## src/rtl/bfaq_ram.sv

```systemverilog
// ----------------------------------------------------------------------------
// bfaq_ram
// Generic single-port RAM with registered read data.
// ----------------------------------------------------------------------------
module bfaq_ram #(
  parameter int unsigned Width = 8,
  parameter int unsigned Depth = 256
) (
  input  logic                     clk,
  input  logic                     we,
  input  logic [$clog2(Depth)-1:0] addr,
  input  logic [Width-1:0]         wdata,
  output logic [Width-1:0]         rdata
);

  logic [Width-1:0] mem [Depth];

  always_ff @(posedge clk) begin
    if (we) begin
      mem[addr] <= wdata;
    end
    rdata <= mem[addr];
  end

endmodule

```

## config.mk

```make
export PLATFORM = sky130hd
export DESIGN_NAME = bfaq_ram
export DESIGN_NICKNAME = d
export VERILOG_FILES = /design/src/rtl/bfaq_ram.sv
export SDC_FILE = /design/constraint.sdc
export NUM_CORES = 2
export LEC_CHECK = 0
export BUFFER_PORTS_ARGS = -buffer_cell sky130_fd_sc_hd__buf_2
export CAP_MARGIN = 20
export CELL_PAD_IN_SITES_DETAIL_PLACEMENT = 1
export CELL_PAD_IN_SITES_GLOBAL_PLACEMENT = 1
export CORE_MARGIN = 8
export CORE_UTILIZATION = 56
export DETAILED_ROUTE_END_ITERATION = 10
export HOLD_SLACK_MARGIN = 0.08
export PLACE_DENSITY_LB_ADDON = 0.1
export SYNTH_ARGS = -nofsm -noshare
export SYNTH_HDL_FRONTEND = slang
export SYNTH_SLANG_ARGS = --single-unit
```

## constraint.sdc

```tcl
create_clock -name clk -period 3.42 [get_ports clk]
set_input_delay 0.342 -clock clk [delete_from_list [all_inputs] [get_ports clk]]
set_output_delay 0.342 -clock clk [all_outputs]
set_load 0.005 [all_outputs]
```

==> impl_metrics.csv <==
group,metric,value,unit
clock_tree,cts-htree-levels,4,
clock_tree,cts.sink_count,2056,
yosys,yosysSeqAreaShare,78.6,%
power_and_ir_drop,total_power,51.7,mW
route,detailedRoute.firstPassIterationCount,5,
timing,hold-worst-slack,0.109,ns
placement,hpwlAfterDp,127000,um
route,ant_nets,0,
critical_path,timing.critical_path.fanout_max,39,
global_route,number_of_global_route_vias_before_repair,41400,
flow_run,drv_cap,0,
route,via_count,39200,
timing,layout_min_cycle_time,2.80,ns
power_and_ir_drop,power.share.combinational,4.8,%
yosys,synthesis.area,0.0785,mm2
finish,most_common_library_cell_in_the_layout_ignoring_fill_and_taps,"sky130_fd_sc_hd__edfxtp_1",
timing,drv_slew,0,
outcome,status,"finished, final reports clean",
global_route,global_route.overflow_total,0,
critical_path,worst-setup-path-type,"input port to flip-flop",
yosys,synth_seq_cells,2056,
clock_tree,cts-resized-gates,0,
timing,clock_skew,0.0236,ns
finish,layout_common_cells,"sky130_fd_sc_hd__edfxtp_1, sky130_fd_sc_hd__mux4_2, sky130_fd_sc_hd__buf_4, sky130_fd_sc_hd__a22oi_1, sky130_fd_sc_hd__nor2_1",
global_route,number_of_antenna_violations_at_the_first_check_in_global_routing,6,
timing,finalSetupViolCount,0,
power_and_ir_drop,power_switching_share,21.0,%
die,std_cell_rows,137,
die,floorplan.die.width,390,um
route,detail_route.vias_per_cell,6.53,
finish,finalNetCount,3969,
global_route,grt_first_pass_wirelength,294000,um
yosys,synth_cell_type_count,22,
clock_tree,clock_path_buffers,3,
power_and_ir_drop,internal_power,40.8,mW
finish,layout_cells_excl_fill,5998,
timing,max_freq,357,MHz
finish,layout.core_utilization,64.5,%
timing,report.final.hold_viol_count,0,
placement,buffer_ports.inserted,25,
critical_path,critPathArrivalTime,3.44,ns
die,floorplan.initialDensity,56.3,%
route,post_drt_wl_per_cell,33.9,um
finish,n_fill_cell,11000,
clock_tree,cts_inserted_buffers,202,
die,top_level_ports,26,
die,die_area,0.152,mm2
timing,max_slew.worst_pin.slew,1.13,ns
clock_tree,worst_setup_hold_path_clk_slew,0.06,ns
placement,routability_congestion_estimate,0.831,
power_and_ir_drop,pwr-share-seq,53.8,%
yosys,mappedNetlistNets,3565,
clock_tree,postCtsSetupRepairBufs,0,
yosys,synth.yosys.warnings,0,
die,coreArea,0.139,mm2
critical_path,worstSetupEndpointType,"flip-flop",
power_and_ir_drop,switchingPower,10.9,mW
global_route,grt_max_degree,124,
clock_tree,cts_tree,"done",
timing,timing.max_slew.rel_slack,24.7,%
yosys,syn-instance-count,3547,
finish,post_route_cells_drive_above_1_share,29.6,%
power_and_ir_drop,clock_power_share,41.4,%
power_and_ir_drop,worst_ir_drop_vdd,0.482,mV
critical_path,cp-start-kind,"input port",
global_route,global_route.usage.total,26.6,%
route,totalWireLength,204000,um
die,die_height,390,um
finish,area.growth.synth_to_final,14.6,%
power_and_ir_drop,cellLeakagePower,28.1,nW
critical_path,required,4.06,ns
timing,finalCritPeriodShare,81.8,%
placement,placed_cells,5622,
yosys,synth.avg_cell_area,22.1,um2
power_and_ir_drop,power.density,575,mW/mm2
clock_tree,insertion_delay,0.83,ns
clock_tree,clock_tree.root_cell,"sky130_fd_sc_hd__clkbuf_16",
hold_path,hold_path.class,"input port to flip-flop",
route,drc_markers,0,
timing,rsz0062_at_grt,"no",
route,detail_route.iter0.violations,4385,
## cells in the mapped netlist, drive strengths merged
master / count / area (um2)
edfxtp: 2048 / 61500
and2: 3 / 18.8
nor2b: 7 / 43.8
dfxtp: 8 / 160
a21oi: 128 / 641
nand2b: 6 / 37.5
nor2: 232 / 871
clkbuf: 145 / 544
or3: 1 / 6.26
buf: 87 / 552
nand4: 8 / 50.1
nand2: 28 / 105
mux4: 512 / 11500
nor3: 30 / 150
nand3: 13 / 65.1
or2: 2 / 12.5
a22oi: 256 / 1920
inv: 1 / 3.75
o41ai: 32 / 280
## final timing paths
check	from	end	slack, ns	cells past startpoint
worst min-delay path	wdata[0]	mem[77][0]	0.11	1
worst min register to register	mem[182][3]	rdata[3]	0.97	5
worst max register to register	mem[203][6]	rdata[6]	0.65	6
worst max-delay path	addr[0]	rdata[7]	0.62	8
## kinds of logic (layout without fill, tap and decap cells)
family / after synthesis / count (layout) / synth area share [%]
muxes: 512 / 512 / 14.7
DFF: 2056 / 2056 / 78.6
AOI/OAI and AO/OA: 416 / 416 / 3.62
buffers and inverters: 233 / 807 / 1.40
and+or+nand+nor: 330 / 330 / 1.73
other: 0 / 1 / 0
## registers in the layout, summed over array words and instances, names as in the netlist
name,count
rdata,8
mem,2048
## area by class of cell
cell class                      instances  area [um2]  area share [%]
Inverter                                1        3.75         0.00417
Clock buffer                          253        5310            5.90
Tap cell                             1876        2350            2.61
Sequential cell                      2056       61700            68.6
Timing Repair Buffer                  432        3860            4.29
Antenna cell                            1        2.50         0.00278
Multi-Input combinational cell       1258       15800            17.5
Clock inverter                        121         997            1.11
## per-layer routing
metal	global-route usage (%)	vias to the layer above	share of wire, %
met5	0	-	0.027
met4	7.98	8	3.0
met3	4.98	342	7.6
met2	42.8	1767	49
met1	37.6	21200	41
li1	-	15900	-
## timing repair
item,4_1_cts,5_1_grt
hold buffers,1,0
setup endpoints to repair,0,0
hold endpoints to repair,7,0
## stage by stage
stage | area, um2 | setup slack, ns | TNS, ns
finish | 89900 | 0.621 | 0
global route | 89900 | 0.512 | 0
CTS | 89900 | 0.598 | 0
detailed placement | 83600 | -0.273 | -1.06
global placement | 83600 | -0.506 | -1.24
floorplan | 78500 | 0.859 | 0
## power by group through the flow
stage / sequential, mW / clock [mW] / combinational, mW
after floorplan: 28.3 / 0 / 1.23
final: 27.8 / 21.4 / 2.47
after CTS: 27.8 / 21.7 / 2.48
after detailed placement: 28.4 / 0 / 2.47
after global placement: 28.4 / 0 / 2.37
after global routing: 27.8 / 22.4 / 2.58
## critical path: stages
cell                      delay (ns)
sky130_fd_sc_hd__buf_8          0.27
sky130_fd_sc_hd__buf_12         0.35
sky130_fd_sc_hd__buf_12         0.25
sky130_fd_sc_hd__mux4_2         0.52
sky130_fd_sc_hd__a22oi_1        0.39
sky130_fd_sc_hd__a21oi_1        0.20
sky130_fd_sc_hd__o41ai_1        0.85
sky130_fd_sc_hd__nand4_1        0.17
Note: power is estimated with default switching activity, not from simulation.
