## config.mk

```make
export PLATFORM = sky130hd
export DESIGN_NAME = bfaq_mod
export DESIGN_NICKNAME = d
export VERILOG_FILES = /design/src/rtl/bfaq_pkg.sv /design/src/rtl/bfaq_mod.sv
export SDC_FILE = /design/constraint.sdc
export NUM_CORES = 1
export LEC_CHECK = 0
export ABC_CLOCK_PERIOD_IN_PS = 3700
export BUFFER_PORTS_ARGS = -buffer_cell sky130_fd_sc_hd__buf_2
export CAP_MARGIN = 5
export CORE_MARGIN = 4
export CORE_UTILIZATION = 35
export CTS_BUF_LIST = sky130_fd_sc_hd__clkbuf_16
export CTS_CLUSTER_SIZE = 40
export DETAILED_ROUTE_END_ITERATION = 12
export GPL_ROUTABILITY_DRIVEN = 0
export PLACE_DENSITY = 0.56
export SLEW_MARGIN = 40
export SYNTH_ARGS = -nofsm -noshare
export SYNTH_HDL_FRONTEND = slang
export SYNTH_SLANG_ARGS = --single-unit
```

## constraint.sdc

```tcl
create_clock -name clk -period 3.7 [get_ports clk]
set_input_delay 0.185 -clock clk [delete_from_list [all_inputs] [get_ports clk]]
set_output_delay 0.185 -clock clk [all_outputs]
set_load 0.1 [all_outputs]
```

## src/rtl/bfaq_pkg.sv

```systemverilog
// ----------------------------------------------------------------------------
// bfaq_pkg
// Shared constants and types for the Bloom filter add/query block.
// ----------------------------------------------------------------------------
package bfaq_pkg;

  localparam int unsigned MaxFilterBits = 65536;
  localparam int unsigned MaxHashes     = 32;
  localparam int unsigned PosW          = $clog2(MaxFilterBits);
  localparam int unsigned StoreWords    = MaxFilterBits / 8;
  localparam int unsigned AddrW         = $clog2(StoreWords);
  localparam int unsigned BitCntW       = 17;
  localparam int unsigned HashCntW      = 6;

  localparam logic [31:0] FnvBasis = 32'h811c9dc5;
  localparam logic [31:0] FnvPrime = 32'h01000193;

  localparam logic [0:0] CfgBitCount  = 1'b0;
  localparam logic [0:0] CfgHashCount = 1'b1;

  localparam logic OpAdd   = 1'b0;
  localparam logic OpQuery = 1'b1;

  // Request to the modulo unit and its answer.
  typedef struct packed {
    logic        start;
    logic [31:0] dividend;
    logic [16:0] divisor;
  } bfaq_mod_req_t;

  typedef struct packed {
    logic            done;
    logic [PosW-1:0] rem;
  } bfaq_mod_rsp_t;

endpackage

```

## src/rtl/bfaq_mod.sv

```systemverilog
// ----------------------------------------------------------------------------
// bfaq_mod
// Restoring remainder unit: 32-bit dividend modulo a 17-bit divisor, one
// quotient bit per cycle.
// ----------------------------------------------------------------------------
module bfaq_mod
  import bfaq_pkg::*;
(
  input  logic          clk,
  input  logic          rst_n,
  input  bfaq_mod_req_t req,
  output bfaq_mod_rsp_t rsp
);

  logic [31:0] dvd_r, dvd_nxt;
  logic [17:0] rem_r, rem_nxt;
  logic [16:0] dvs_r;
  logic [5:0]  cnt_r, cnt_nxt;
  logic        busy_r, busy_nxt;
  logic        done_r, done_nxt;
  logic [17:0] shifted;
  logic [17:0] diff;

  assign shifted = {rem_r[16:0], dvd_r[31]};
  assign diff    = shifted - {1'b0, dvs_r};

  always_comb begin
    dvd_nxt  = dvd_r;
    rem_nxt  = rem_r;
    cnt_nxt  = cnt_r;
    busy_nxt = busy_r;
    done_nxt = 1'b0;
    if (req.start) begin
      dvd_nxt  = req.dividend;
      rem_nxt  = '0;
      cnt_nxt  = 6'd32;
      busy_nxt = 1'b1;
    end else if (busy_r) begin
      dvd_nxt = {dvd_r[30:0], 1'b0};
      rem_nxt = diff[17] ? shifted : diff;
      cnt_nxt = cnt_r - 6'd1;
      if (cnt_r == 6'd1) begin
        busy_nxt = 1'b0;
        done_nxt = 1'b1;
      end
    end
  end

  always_ff @(posedge clk) begin
    if (!rst_n) begin
      busy_r <= 1'b0;
      done_r <= 1'b0;
      cnt_r  <= '0;
    end else begin
      busy_r <= busy_nxt;
      done_r <= done_nxt;
      cnt_r  <= cnt_nxt;
    end
  end

  always_ff @(posedge clk) begin
    dvd_r <= dvd_nxt;
    rem_r <= rem_nxt;
    if (req.start) begin
      dvs_r <= req.divisor;
    end
  end

  assign rsp.done = done_r;
  assign rsp.rem  = rem_r[PosW-1:0];

endmodule

```

==> results of run 1 <==
[critical path: stages (launching register included)]
cell and delay [ns]:
edfxtp_1 0.33, inv_1 0.05, ha_1 0.38, and4_1 0.31, nand2_1 0.12, a211oi_4 0.31, nor4_4 0.14, buf_4 0.20
or4_1 0.51, a311oi_1 0.29
[final cells by class]
type                            count  share of cell area, %
Sequential cell                    74                  40.23
Multi-Input combinational cell    261                  39.11
Timing Repair Buffer               80                  9.089
Clock buffer                        9                  4.595
Tap cell                          143                  3.651
Inverter                           23                  1.762
Clock inverter                      7                  1.557
[what timing repair did]
item	CTS	global route
setup endpoints to repair	0	0
hold endpoints to repair	6	0
hold buffers	6	0
[path summary, 6_finish.rpt]
check / from / end / slack [ns] / cells after the start
min: req[16] / dvs_r[16] / 0.01 / 1
max reg2reg: dvs_r[10] / rem_r[13] / 0.95 / 9
min reg2reg: cnt_r[1] / cnt_r[1] / 0.50 / 2
max: dvs_r[10] / rem_r[13] / 0.95 / 9
[per-stage QoR]
step / cell area [um2] / util, % / setup WS [ns] / total power, mW / instances
floorplan: 4170 / - / 1.321 / 1.499 / 392
global placement: 4539 / 39.42 / 1.086 / 1.606 / 575
detailed placement: 4539 / 39.42 / 0.9585 / 1.615 / 575
CTS: 4901 / 42.56 / 0.9290 / 2.526 / 597
global route: 4901 / 42.56 / 0.7287 / 2.621 / 597
finish: 4901 / 42.56 / 0.9521 / 2.498 / 597
[placed cells by master (no fill, tap or decap), drive strengths merged, types with 2 or more instances in the layout]
cell type	count
a21o	5
xor2	4
a31oi	2
nand2	22
buf	74
or4	4
nand2b	5
inv	25
a211oi	4
edfxtp	49
a21boi	3
a2bb2oi	2
o21a	4
a311oi	11
nand4	4
o311a	2
clkinv	3
or3	3
mux2	31
dlygate4sd3	6
a2111oi	2
and3	2
nor3b	2
clkbuf	9
and2	4
nor2	34
and4	2
o31a	2
nor4	3
nor3	6
nand3	10
o21ai	25
ha	19
o2111ai	3
a21oi	20
xnor2	8
o211ai	4
dfxtp	25
[power by group through the flow]
stage	clock network, mW	registers (mW)	logic (mW)
3_3_place_gp	0	1.02	0.581
4_1_cts	0.921	1.01	0.595
3_5_place_dp	0	1.03	0.588
2_1_floorplan	0	1.01	0.485
5_1_grt	0.953	1.02	0.650
6_report	0.896	1.01	0.593
[cell families (layout without fill, tap and decap cells)]
family	Yosys count	count (layout)
compound gates	93	93
flops	74	74
mux	32	32
xor+xnor	12	12
fa+ha+maj	20	20
buf+inv	57	119
simple gates	104	104
[state kept, by name, indices dropped and copies added (netlist names)]
name / count
rem_r: 17
busy_r: 1
dvs_r: 17
done_r: 1
cnt_r: 6
dvd_r: 32
[routing by layer]
metal / GRT usage (%) / up-vias / part of all wire, %
li1: - / 1546 / -
met1: 16.75 / 1468 / 45
met2: 21.72 / 77 / 46
met3: 5.758 / 9 / 7.4
met4: 6.269 / 0 / 1.7
met5: 0 / - / 0
==> out/results.ini, run 1 <==
[status]
outcome = finished clean

[clock_tree]
cts_buffers = 9
clk_pin_slew_ns = 0.06
cts-resized-gates = 0
cts.sinks = 74
cts-root-buf = clkbuf_16
max-clock-path-buffers = 2
cts_tree = yes
htreeDepth = 3
cts_setup_buffers = 0
clock_latency_ns = 0.35

[yosys]
synthTopCellsByCount = edfxtp_1, nor2_1, mux2_2
synth_compound_area_share_pct = 16.08
async_flop_share_pct = 0
synth.area.top_cells = edfxtp_1, dfxtp_1, mux2_2
synth.area.mux_share_pct = 8.611
synth_cell_type_count = 54
synth-edff-count = 49
ys.flop_type = edfxtp_1
synth_seq_cells = 74
synth_top_family_by_area = compound AO/OA/AOI/OAI gates
synthXorXnorAreaFrac_pct = 2.520
synth-simple-area-share_pct = 12.57
ys_warn_count = 0
synthAdderAreaFrac_pct = 6.181
synth_area_um2 = 4170
syn_inst = 392
avgSynthCellArea_um2 = 10.64
yosysMostFrequentCell = edfxtp_1
yosysTopAreaCell = edfxtp_1
syn-num-nets = 464
yosysSeqAreaShare_pct = 47.28
yosys.area.top_type_share_pct = 35.28

[sta]
worstMarginPinSlew_ns = 0.5833
skew_ns = 0.01004
slew_headroom_pct = 60.82
finalSetupViolations = 0
fmax_mhz = 363.9
drv_slew = 0
min_period_ns = 2.748
hold_viol_final = 0
final.setup.tns_ns = 0
whs_ns = 0.01249
period_share_pct = 74.27
rsz0062_at_grt = no

[global_routing]
gr-total-overflow = 0
grt_pass1_wl_um = 14660
grt_pass1_vias = 3130
antenna_found_initial = 0
grtUsageTotal_pct = 13.90
grt_max_degree = 43

[final_layout]
multiInputGateArea_um2 = 1917
area_growth_pct = 17.52
nFillCells = 1131
layout-drive-gt1-share_pct = 29.07
diodes = 0
seqCellArea_um2 = 1972
nets = 521

[floorplan]
start_util_pct = 36.21
num_rows = 39
io_pins = 69
die_area_um2 = 13730
die_x_um = 117.2
core-area_um2 = 11520
fp.dieH_um = 117.2

[critical_path]
start_kind = register
crit_fanout = 10
cp-end-kind = register
cp.required_ns = 3.94
critical_path_class = register to register
cp.arrival_ns = 2.99

[pwr]
p_switching_uw = 793.7
p_leak_nw = 1.982
pwr-share-clk_pct = 35.9
peakVddDrop_v = 0.0003336
intPower_mw = 1.705
sw_frac_of_total_pct = 31.77
seq_power_share_pct = 40.4
power.density_nw_per_um2 = 509.8
power_frac_comb_pct = 23.8

[route]
avgViaCountPerCell = 5.193
drtPass1Iterations = 4
drt_iter0_drc = 116
drtAntennaViolNets = 0
route.detailed.drc = 0
routed-via-count = 3100
wl_um = 9166
routedWlPerCell_um = 15.35

[run]
drv_cap = 0

[placed_design]
dp_hpwl_um = 6457
numPortBuffers = 68

[min_path]
hold_path_class = input port to register

Power figures use the tool's default switching activity.
==> run 2, diff against run 1 <==
--- a/config.mk
+++ b/config.mk
@@ -5,7 +5,8 @@
 export SDC_FILE = /design/constraint.sdc
 export NUM_CORES = 1
 export LEC_CHECK = 0
-export ABC_CLOCK_PERIOD_IN_PS = 3700
+export ABC_AREA = 1
+export ABC_CLOCK_PERIOD_IN_PS = 2400
 export BUFFER_PORTS_ARGS = -buffer_cell sky130_fd_sc_hd__buf_2
 export CAP_MARGIN = 5
 export CORE_MARGIN = 4
@@ -14,7 +15,7 @@
 export CTS_CLUSTER_SIZE = 40
 export DETAILED_ROUTE_END_ITERATION = 12
 export GPL_ROUTABILITY_DRIVEN = 0
-export PLACE_DENSITY = 0.56
+export PLACE_DENSITY = 0.58
 export SLEW_MARGIN = 40
 export SYNTH_ARGS = -nofsm -noshare
 export SYNTH_HDL_FRONTEND = slang
==> constraint.sdc (replaced) <==
create_clock -name clk -period 2.4 [get_ports clk]
set_input_delay 0.12 -clock clk [delete_from_list [all_inputs] [get_ports clk]]
set_output_delay 0.12 -clock clk [all_outputs]
set_load 0.1 [all_outputs]
==> out/results.ini, run 2 <==
[critical_path]
timing.critical_path.mode_cell = nand2_1
cp.arrival_ns = 2.34  ; -0.65 ns
cp-end-kind = register
reg2regPathDepth = 15  ; +6
critical_path_class = register to register
crit_fanout = 13  ; +3
crit_path_top_delay_cell = edfxtp_1
r2r_start = dvs_r[6]
start_kind = register
reg2reg_slack_ns = 0.29  ; -0.66 ns
cp.depth = 15  ; +6
worst-path-buf-inv = 3  ; +1
r2r_end = rem_r[7]
cp_cell_sequence = inv_1, ha_1, nand2_1, nand2_1, nand2_1, nand2_1, inv_2, nand3_2, nand2_4, nand2_4, nand2_4, buf_4, nand3_1, nand3_1, nand2_1
critical_path.top_delay_family = simple AND/OR/NAND/NOR gates
cp_slowest_stage_delay_ns = 0.37  ; -0.14 ns
cp.required_ns = 2.63  ; -1.31 ns

[pwr]
seq_power_share_pct = 46.8  ; +6.4 points
peakVddDrop_v = 0.0004204  ; +26%
p_leak_nw = 2.777  ; +40%
power_frac_comb_pct = 11.7  ; -12 points
power.density_nw_per_um2 = 604.2  ; +19%
pwr-share-clk_pct = 41.5  ; +5.6 points
p_switching_uw = 788.7  ; -0.63%
sw_frac_of_total_pct = 24.65  ; -7.1 points
intPower_mw = 2.411  ; +41%

[global_routing]
grtUsageTotal_pct = 14.75  ; +0.85 points
antenna_found_initial = 0  ; unchanged
gr-total-overflow = 0  ; unchanged
grt_max_degree = 34  ; -21%
grt_pass1_vias = 3616  ; +16%
grt_pass1_wl_um = 16990  ; +16%

[route]
drt_iter0_drc = 123  ; +6.0%
drtPass1Iterations = 4  ; unchanged
route.detailed.drc = 0  ; unchanged
drtAntennaViolNets = 0  ; unchanged
avgViaCountPerCell = 4.452  ; -14%
routed-via-count = 3637  ; +17%
wl_um = 10090  ; +10%
routedWlPerCell_um = 12.35  ; -20%

[sta]
slew_headroom_pct = 65.72  ; +4.9 points
period_share_pct = 87.95  ; +14 points
hold_viol_final = 0  ; unchanged
min_period_ns = 2.111  ; -0.6372 ns
rsz0062_at_grt = no
worstMarginPinSlew_ns = 0.5178  ; -0.06550 ns
fmax_mhz = 473.8  ; +30%
final.setup.tns_ns = 0  ; unchanged
drv_slew = 0  ; unchanged
skew_ns = 0.005456  ; -0.004582 ns
finalSetupViolations = 0  ; unchanged

[floorplan]
fp.dieH_um = 120.2  ; +2.6%
num_rows = 40  ; +2.6%
io_pins = 69  ; unchanged
die_area_um2 = 14440  ; +5.2%
start_util_pct = 36.21  ; about the same
core-area_um2 = 12160  ; +5.6%
die_x_um = 120.2  ; +2.6%

[final_layout]
most-common-layout-cells = nand2_1, inv_1, buf_2
finalNonFillerCells = 817  ; +37%
area_growth_pct = 20.23
layout-drive-gt1-share_pct = 19.41  ; -9.7 points
top_register = dvd_r
layout_commonest_cell = nand2_1
diodes = 0  ; unchanged
final_core_util_pct = 43.54  ; +0.98 points
reg.largest.list = dvd_r (32), dvs_r (17), rem_r (17)
largest_register_ffs = 32  ; unchanged
nets = 716  ; +37%

[yosys]
synth.area.top_cells = edfxtp_1, nand2_1, dfxtp_1
ys_warn_count = 0  ; unchanged
yosysMostFrequentCell = nand2_1
synthAdderAreaFrac_pct = 5.852  ; -0.33 points
synth_cell_type_count = 37  ; -31%
ys.flop_type = edfxtp_1
synth_compound_area_share_pct = 3.153  ; -13 points
yosys.area.top_type_share_pct = 33.41  ; -1.9 points
synth-edff-count = 49  ; unchanged
yosysSeqAreaShare_pct = 44.77  ; -2.5 points
syn_inst = 568  ; +45%
synth.area.mux_share_pct = 0  ; -8.6 points
synth_top_family_by_area = simple AND/OR/NAND/NOR gates
synthXorXnorAreaFrac_pct = 1.790  ; -0.73 points
avgSynthCellArea_um2 = 7.754  ; -27%
async_flop_share_pct = 0  ; unchanged
syn-num-nets = 640  ; +38%
synth_area_um2 = 4404  ; +5.6%
synth-simple-area-share_pct = 32.61  ; +20 points
synth_seq_cells = 74  ; unchanged
synthTopCellsByCount = nand2_1, inv_1, edfxtp_1, nand3_1, dfxtp_1
yosysTopAreaCell = edfxtp_1

[clock_tree]
cts_buffers = 9  ; unchanged
cts_tree = yes
cts.sinks = 74  ; unchanged
max-clock-path-buffers = 2  ; unchanged
clock_latency_ns = 0.34  ; about the same
clk_pin_slew_ns = 0.06  ; about the same
htreeDepth = 3  ; unchanged
cts_setup_buffers = 0  ; unchanged
cts-root-buf = clkbuf_16

[placed_design]
place_inst = 784  ; +36%
dp_hpwl_um = 7471  ; +16%
numPortBuffers = 68  ; unchanged

[min_path]
whs_path_depth = 3  ; +2
hold_path_class = input port to register
holdPathEnd = cnt_r[5]
min_from = rst_n

[run]
drv_cap = 0  ; unchanged

[status]
outcome = finished clean

[run 2: cell types whose count changed after synthesis, moves of 15 or more]
cell     before  now
nor2_1       34   19
nand2_2       0   15
nand2_1      22  219
inv_1        23   79
mux2_2       31    0
o21ai_0      23    5
nand3_1      10   49
[run 2: what timing repair did]
item | CTS | global route
hold buffers | 17 | 0
endpoints found under the setup margin | 0 | 3
resized for setup | 0 | 2
endpoints found under the hold margin | 17 | 0
[run 2: tightest hold or removal path, stage by stage]
cell and delay, ns:
buf_2 0.09, o21ai_0 0.07, inv_1 0.05
[run 2: logic make-up after synthesis]
kind of cell | count (synthesis)
flip-flops | 74
adder cells (fa/ha/maj) | 20
XOR/XNOR | 9
buffers and inverters | 115
AND/OR/NAND/NOR | 327
AO/OA/AOI/OAI | 23
[run 2: area by class of cell]
type,instances,area [um2]
Fill cell,1226,6867
Sequential cell,74,1972
Multi-Input combinational cell,379,1916
Timing Repair Buffer,95,585.6
Inverter,85,319.1
Clock buffer,9,225.2
Tap cell,168,210.2
Clock inverter,7,67.56
[run 2: per-layer routing]
layer,global-route usage [%],share of wire [%]
met1,18.57,47
met2,24.38,46
met3,3.835,5.2
met4,5.440,1.6
met5,0,0
[run 2: stage by stage]
stage / setup slack (ns) / cell area (um2) / hold slack [ns] / power (mW)
after global placement: 0.1864 / 4828 / 0.2969 / 1.872
after CTS: 0.1137 / 5291 / 0.005210 / 3.257
after detailed placement: 0.1266 / 4828 / 0.2983 / 1.880
after global routing: 0.03828 / 5295 / 0.01971 / 3.362
final: 0.2893 / 5295 / 0.01606 / 3.200
after floorplan: 0.4106 / 4404 / 0.2189 / 1.758
[run 2: worst max-delay path by stage]
stage	start	end	slack (ns)
global placement	dvd_r[31]	rem_r[14]	0.19
detailed placement	dvd_r[31]	rem_r[14]	0.13
floorplan	dvd_r[31]	rem_r[14]	0.41
CTS	dvd_r[31]	rem_r[14]	0.11
global route	dvd_r[31]	rem_r[14]	0.04
finish	dvs_r[6]	rem_r[7]	0.29
[run 2: power groups by stage]
stage	Sequential, mW	Combinational, mW	Clock (mW)
floorplan	1.51	0.245	0
global placement	1.52	0.351	0
detailed placement	1.52	0.357	0
CTS	1.50	0.380	1.38
global route	1.51	0.428	1.43
finish	1.50	0.376	1.33
==> run 3, diff against run 2 <==
--- a/config.mk
+++ b/config.mk
@@ -16,6 +16,7 @@
 export DETAILED_ROUTE_END_ITERATION = 12
 export GPL_ROUTABILITY_DRIVEN = 0
 export PLACE_DENSITY = 0.58
+export RECOVER_POWER = 25
 export SLEW_MARGIN = 40
 export SYNTH_ARGS = -nofsm -noshare
 export SYNTH_HDL_FRONTEND = slang
==> out/results.ini, run 3 (same netlist as run 2, synthesis figures left out) <==
[global_routing]
antenna_found_initial = 0  ; unchanged
met1_usage_pct = 18.57  ; unchanged
use_met3_pct = 3.835  ; unchanged
grt_max_degree = 34  ; unchanged
grt_pass1_vias = 3616  ; unchanged
busiest_layer = met2
grt_pass1_wl_um = 16990  ; unchanged
grtUsageTotal_pct = 14.75  ; unchanged
gr-usage-met2_pct = 24.38  ; unchanged
gr-total-overflow = 0  ; unchanged

[sta]
worstMarginPinSlew_ns = 1.328  ; +0.8097 ns
whs_ns = 0.01594  ; -0.0001184 ns
rsz0062_at_grt = no
hold_viol_final = 0  ; unchanged
skew_ns = 0.005206  ; -0.0002502 ns
slew_headroom_pct = 11.50  ; -54 points
finalSetupViolations = 0  ; unchanged
fmax_mhz = 473.4  ; about the same
period_share_pct = 88.01  ; about the same
drv_slew = 0  ; unchanged
min_period_ns = 2.112  ; +0.001631 ns
final.setup.tns_ns = 0  ; unchanged
finalWorstSetupSlack_ns = 0.2877  ; -0.001631 ns

[final_layout]
final_core_util_pct = 43.44  ; -0.10 points
area_growth_pct = 19.94
seqCellArea_um2 = 1972  ; unchanged
design_area_um2 = 5283  ; -0.24%
top_register = dvd_r
multiInputGateArea_um2 = 1916  ; unchanged
finalNonFillerCells = 817  ; unchanged
nFillCells = 1231  ; +0.41%
most-common-layout-cells = nand2_1, inv_1, buf_2
largest_register_ffs = 32  ; unchanged
nets = 716  ; unchanged
layout-drive-gt1-share_pct = 18.49  ; -0.92 points
diodes = 0  ; unchanged
reg.largest.list = dvd_r (32), dvs_r (17), rem_r (17)
layout_commonest_cell = nand2_1

[clock_tree]
cts-root-buf = clkbuf_16
cts_buffers = 9  ; unchanged
max-clock-path-buffers = 2  ; unchanged
htreeDepth = 3  ; unchanged
cts.sinks = 74  ; unchanged
clk_pin_slew_ns = 0.06  ; about the same
clock_latency_ns = 0.34  ; about the same
cts_tree = yes

[placed_design]
dp_hpwl_um = 7471  ; unchanged
place_inst = 784  ; unchanged
dpl_cell_area_um2 = 4828  ; unchanged
post-place-ws_ns = 0.1266  ; unchanged
numPortBuffers = 68  ; unchanged

[status]
outcome = finished clean

[route]
routed-via-count = 3643  ; +0.16%
drtAntennaViolNets = 0  ; unchanged
wl_um = 10130  ; +0.45%
avgViaCountPerCell = 4.459  ; +0.16%
drtPass1Iterations = 4  ; unchanged
routedWlPerCell_um = 12.40  ; +0.45%
drt_iter0_drc = 115  ; -6.5%
route.detailed.drc = 0  ; unchanged

[floorplan]
die_x_um = 120.2  ; unchanged
die_area_um2 = 14440  ; unchanged
core-area_um2 = 12160  ; unchanged
start_util_pct = 36.21  ; unchanged
io_pins = 69  ; unchanged
num_rows = 40  ; unchanged
fp.dieH_um = 120.2  ; unchanged

[critical_path]
r2r_end = rem_r[7]
reg2reg_slack_ns = 0.29  ; about the same
r2r_start = dvs_r[6]
critical_path_class = register to register
cp.arrival_ns = 2.35  ; about the same
cp.required_ns = 2.63  ; about the same
cp-end-kind = register
crit_fanout = 13  ; unchanged
start_kind = register
reg2regPathDepth = 15  ; unchanged

[pwr]
power_mw = 3.199  ; about the same
peakVddDrop_v = 0.0004210  ; +0.14%
power.density_nw_per_um2 = 605.6  ; +0.22%
p_leak_nw = 2.758  ; -0.66%

[min_path]
holdPathEnd = cnt_r[5]
min_from = rst_n
hold_path_class = input port to register
whs_path_depth = 3  ; unchanged

[run]
drv_cap = 0  ; unchanged

[run 3: changes by cell type in the layout (fill, tap and decap cells not counted), sizes merged]
cell    change
clkbuf      +6
buf         -6
[run 3: layout make-up]
class,instances,area share [%]
well taps,168,3.979
repair buffers,95,10.85
clock buffers,9,4.263
multi-input cells,379,36.26
flip-flops and latches,74,37.33
clock inverters,7,1.279
inverters,85,6.040
[run 3: how the worst max path moves through the flow]
stage / from / end / slack [ns] / depth (start not counted)
global route: dvd_r[31] / rem_r[14] / 0.04 / 13
finish: dvs_r[6] / rem_r[7] / 0.29 / 15
CTS: dvd_r[31] / rem_r[14] / 0.11 / 13
detailed placement: dvd_r[31] / rem_r[14] / 0.13 / 13
floorplan: dvd_r[31] / rem_r[14] / 0.41 / 13
global placement: dvd_r[31] / rem_r[14] / 0.19 / 13
[run 3: per-layer routing]
layer  share of wire [%]  vias up
li1                    -     1920
met1                  47     1640
met3                 5.2       10
met2                  46       73
met4                 1.5        0
met5                   0        -
[run 3: where the power goes]
part | switching, mW | internal [mW] | leakage, nW
logic | 0.230 | 0.144 | 1.92
clock network | 0.528 | 0.801 | 0.141
registers | 0.0310 | 1.47 | 0.698
[run 3: critical path, cell delays in order (launching register included)]
cell      delay, ns
edfxtp_1       0.37
inv_1          0.09
ha_1           0.28
nand2_1        0.11
nand2_1        0.08
nand2_1        0.06
nand2_1        0.09
inv_2          0.07
nand3_2        0.13
nand2_4        0.12
nand2_4        0.06
nand2_4        0.08
buf_4          0.22
nand3_1        0.10
nand3_1        0.09
nand2_1        0.06
[run 3: what timing repair did]
item,CTS,global route
endpoints found under the setup margin,0,3
resized for setup,0,2
hold buffers,17,0
setup buffers,0,0
endpoints found under the hold margin,17,0
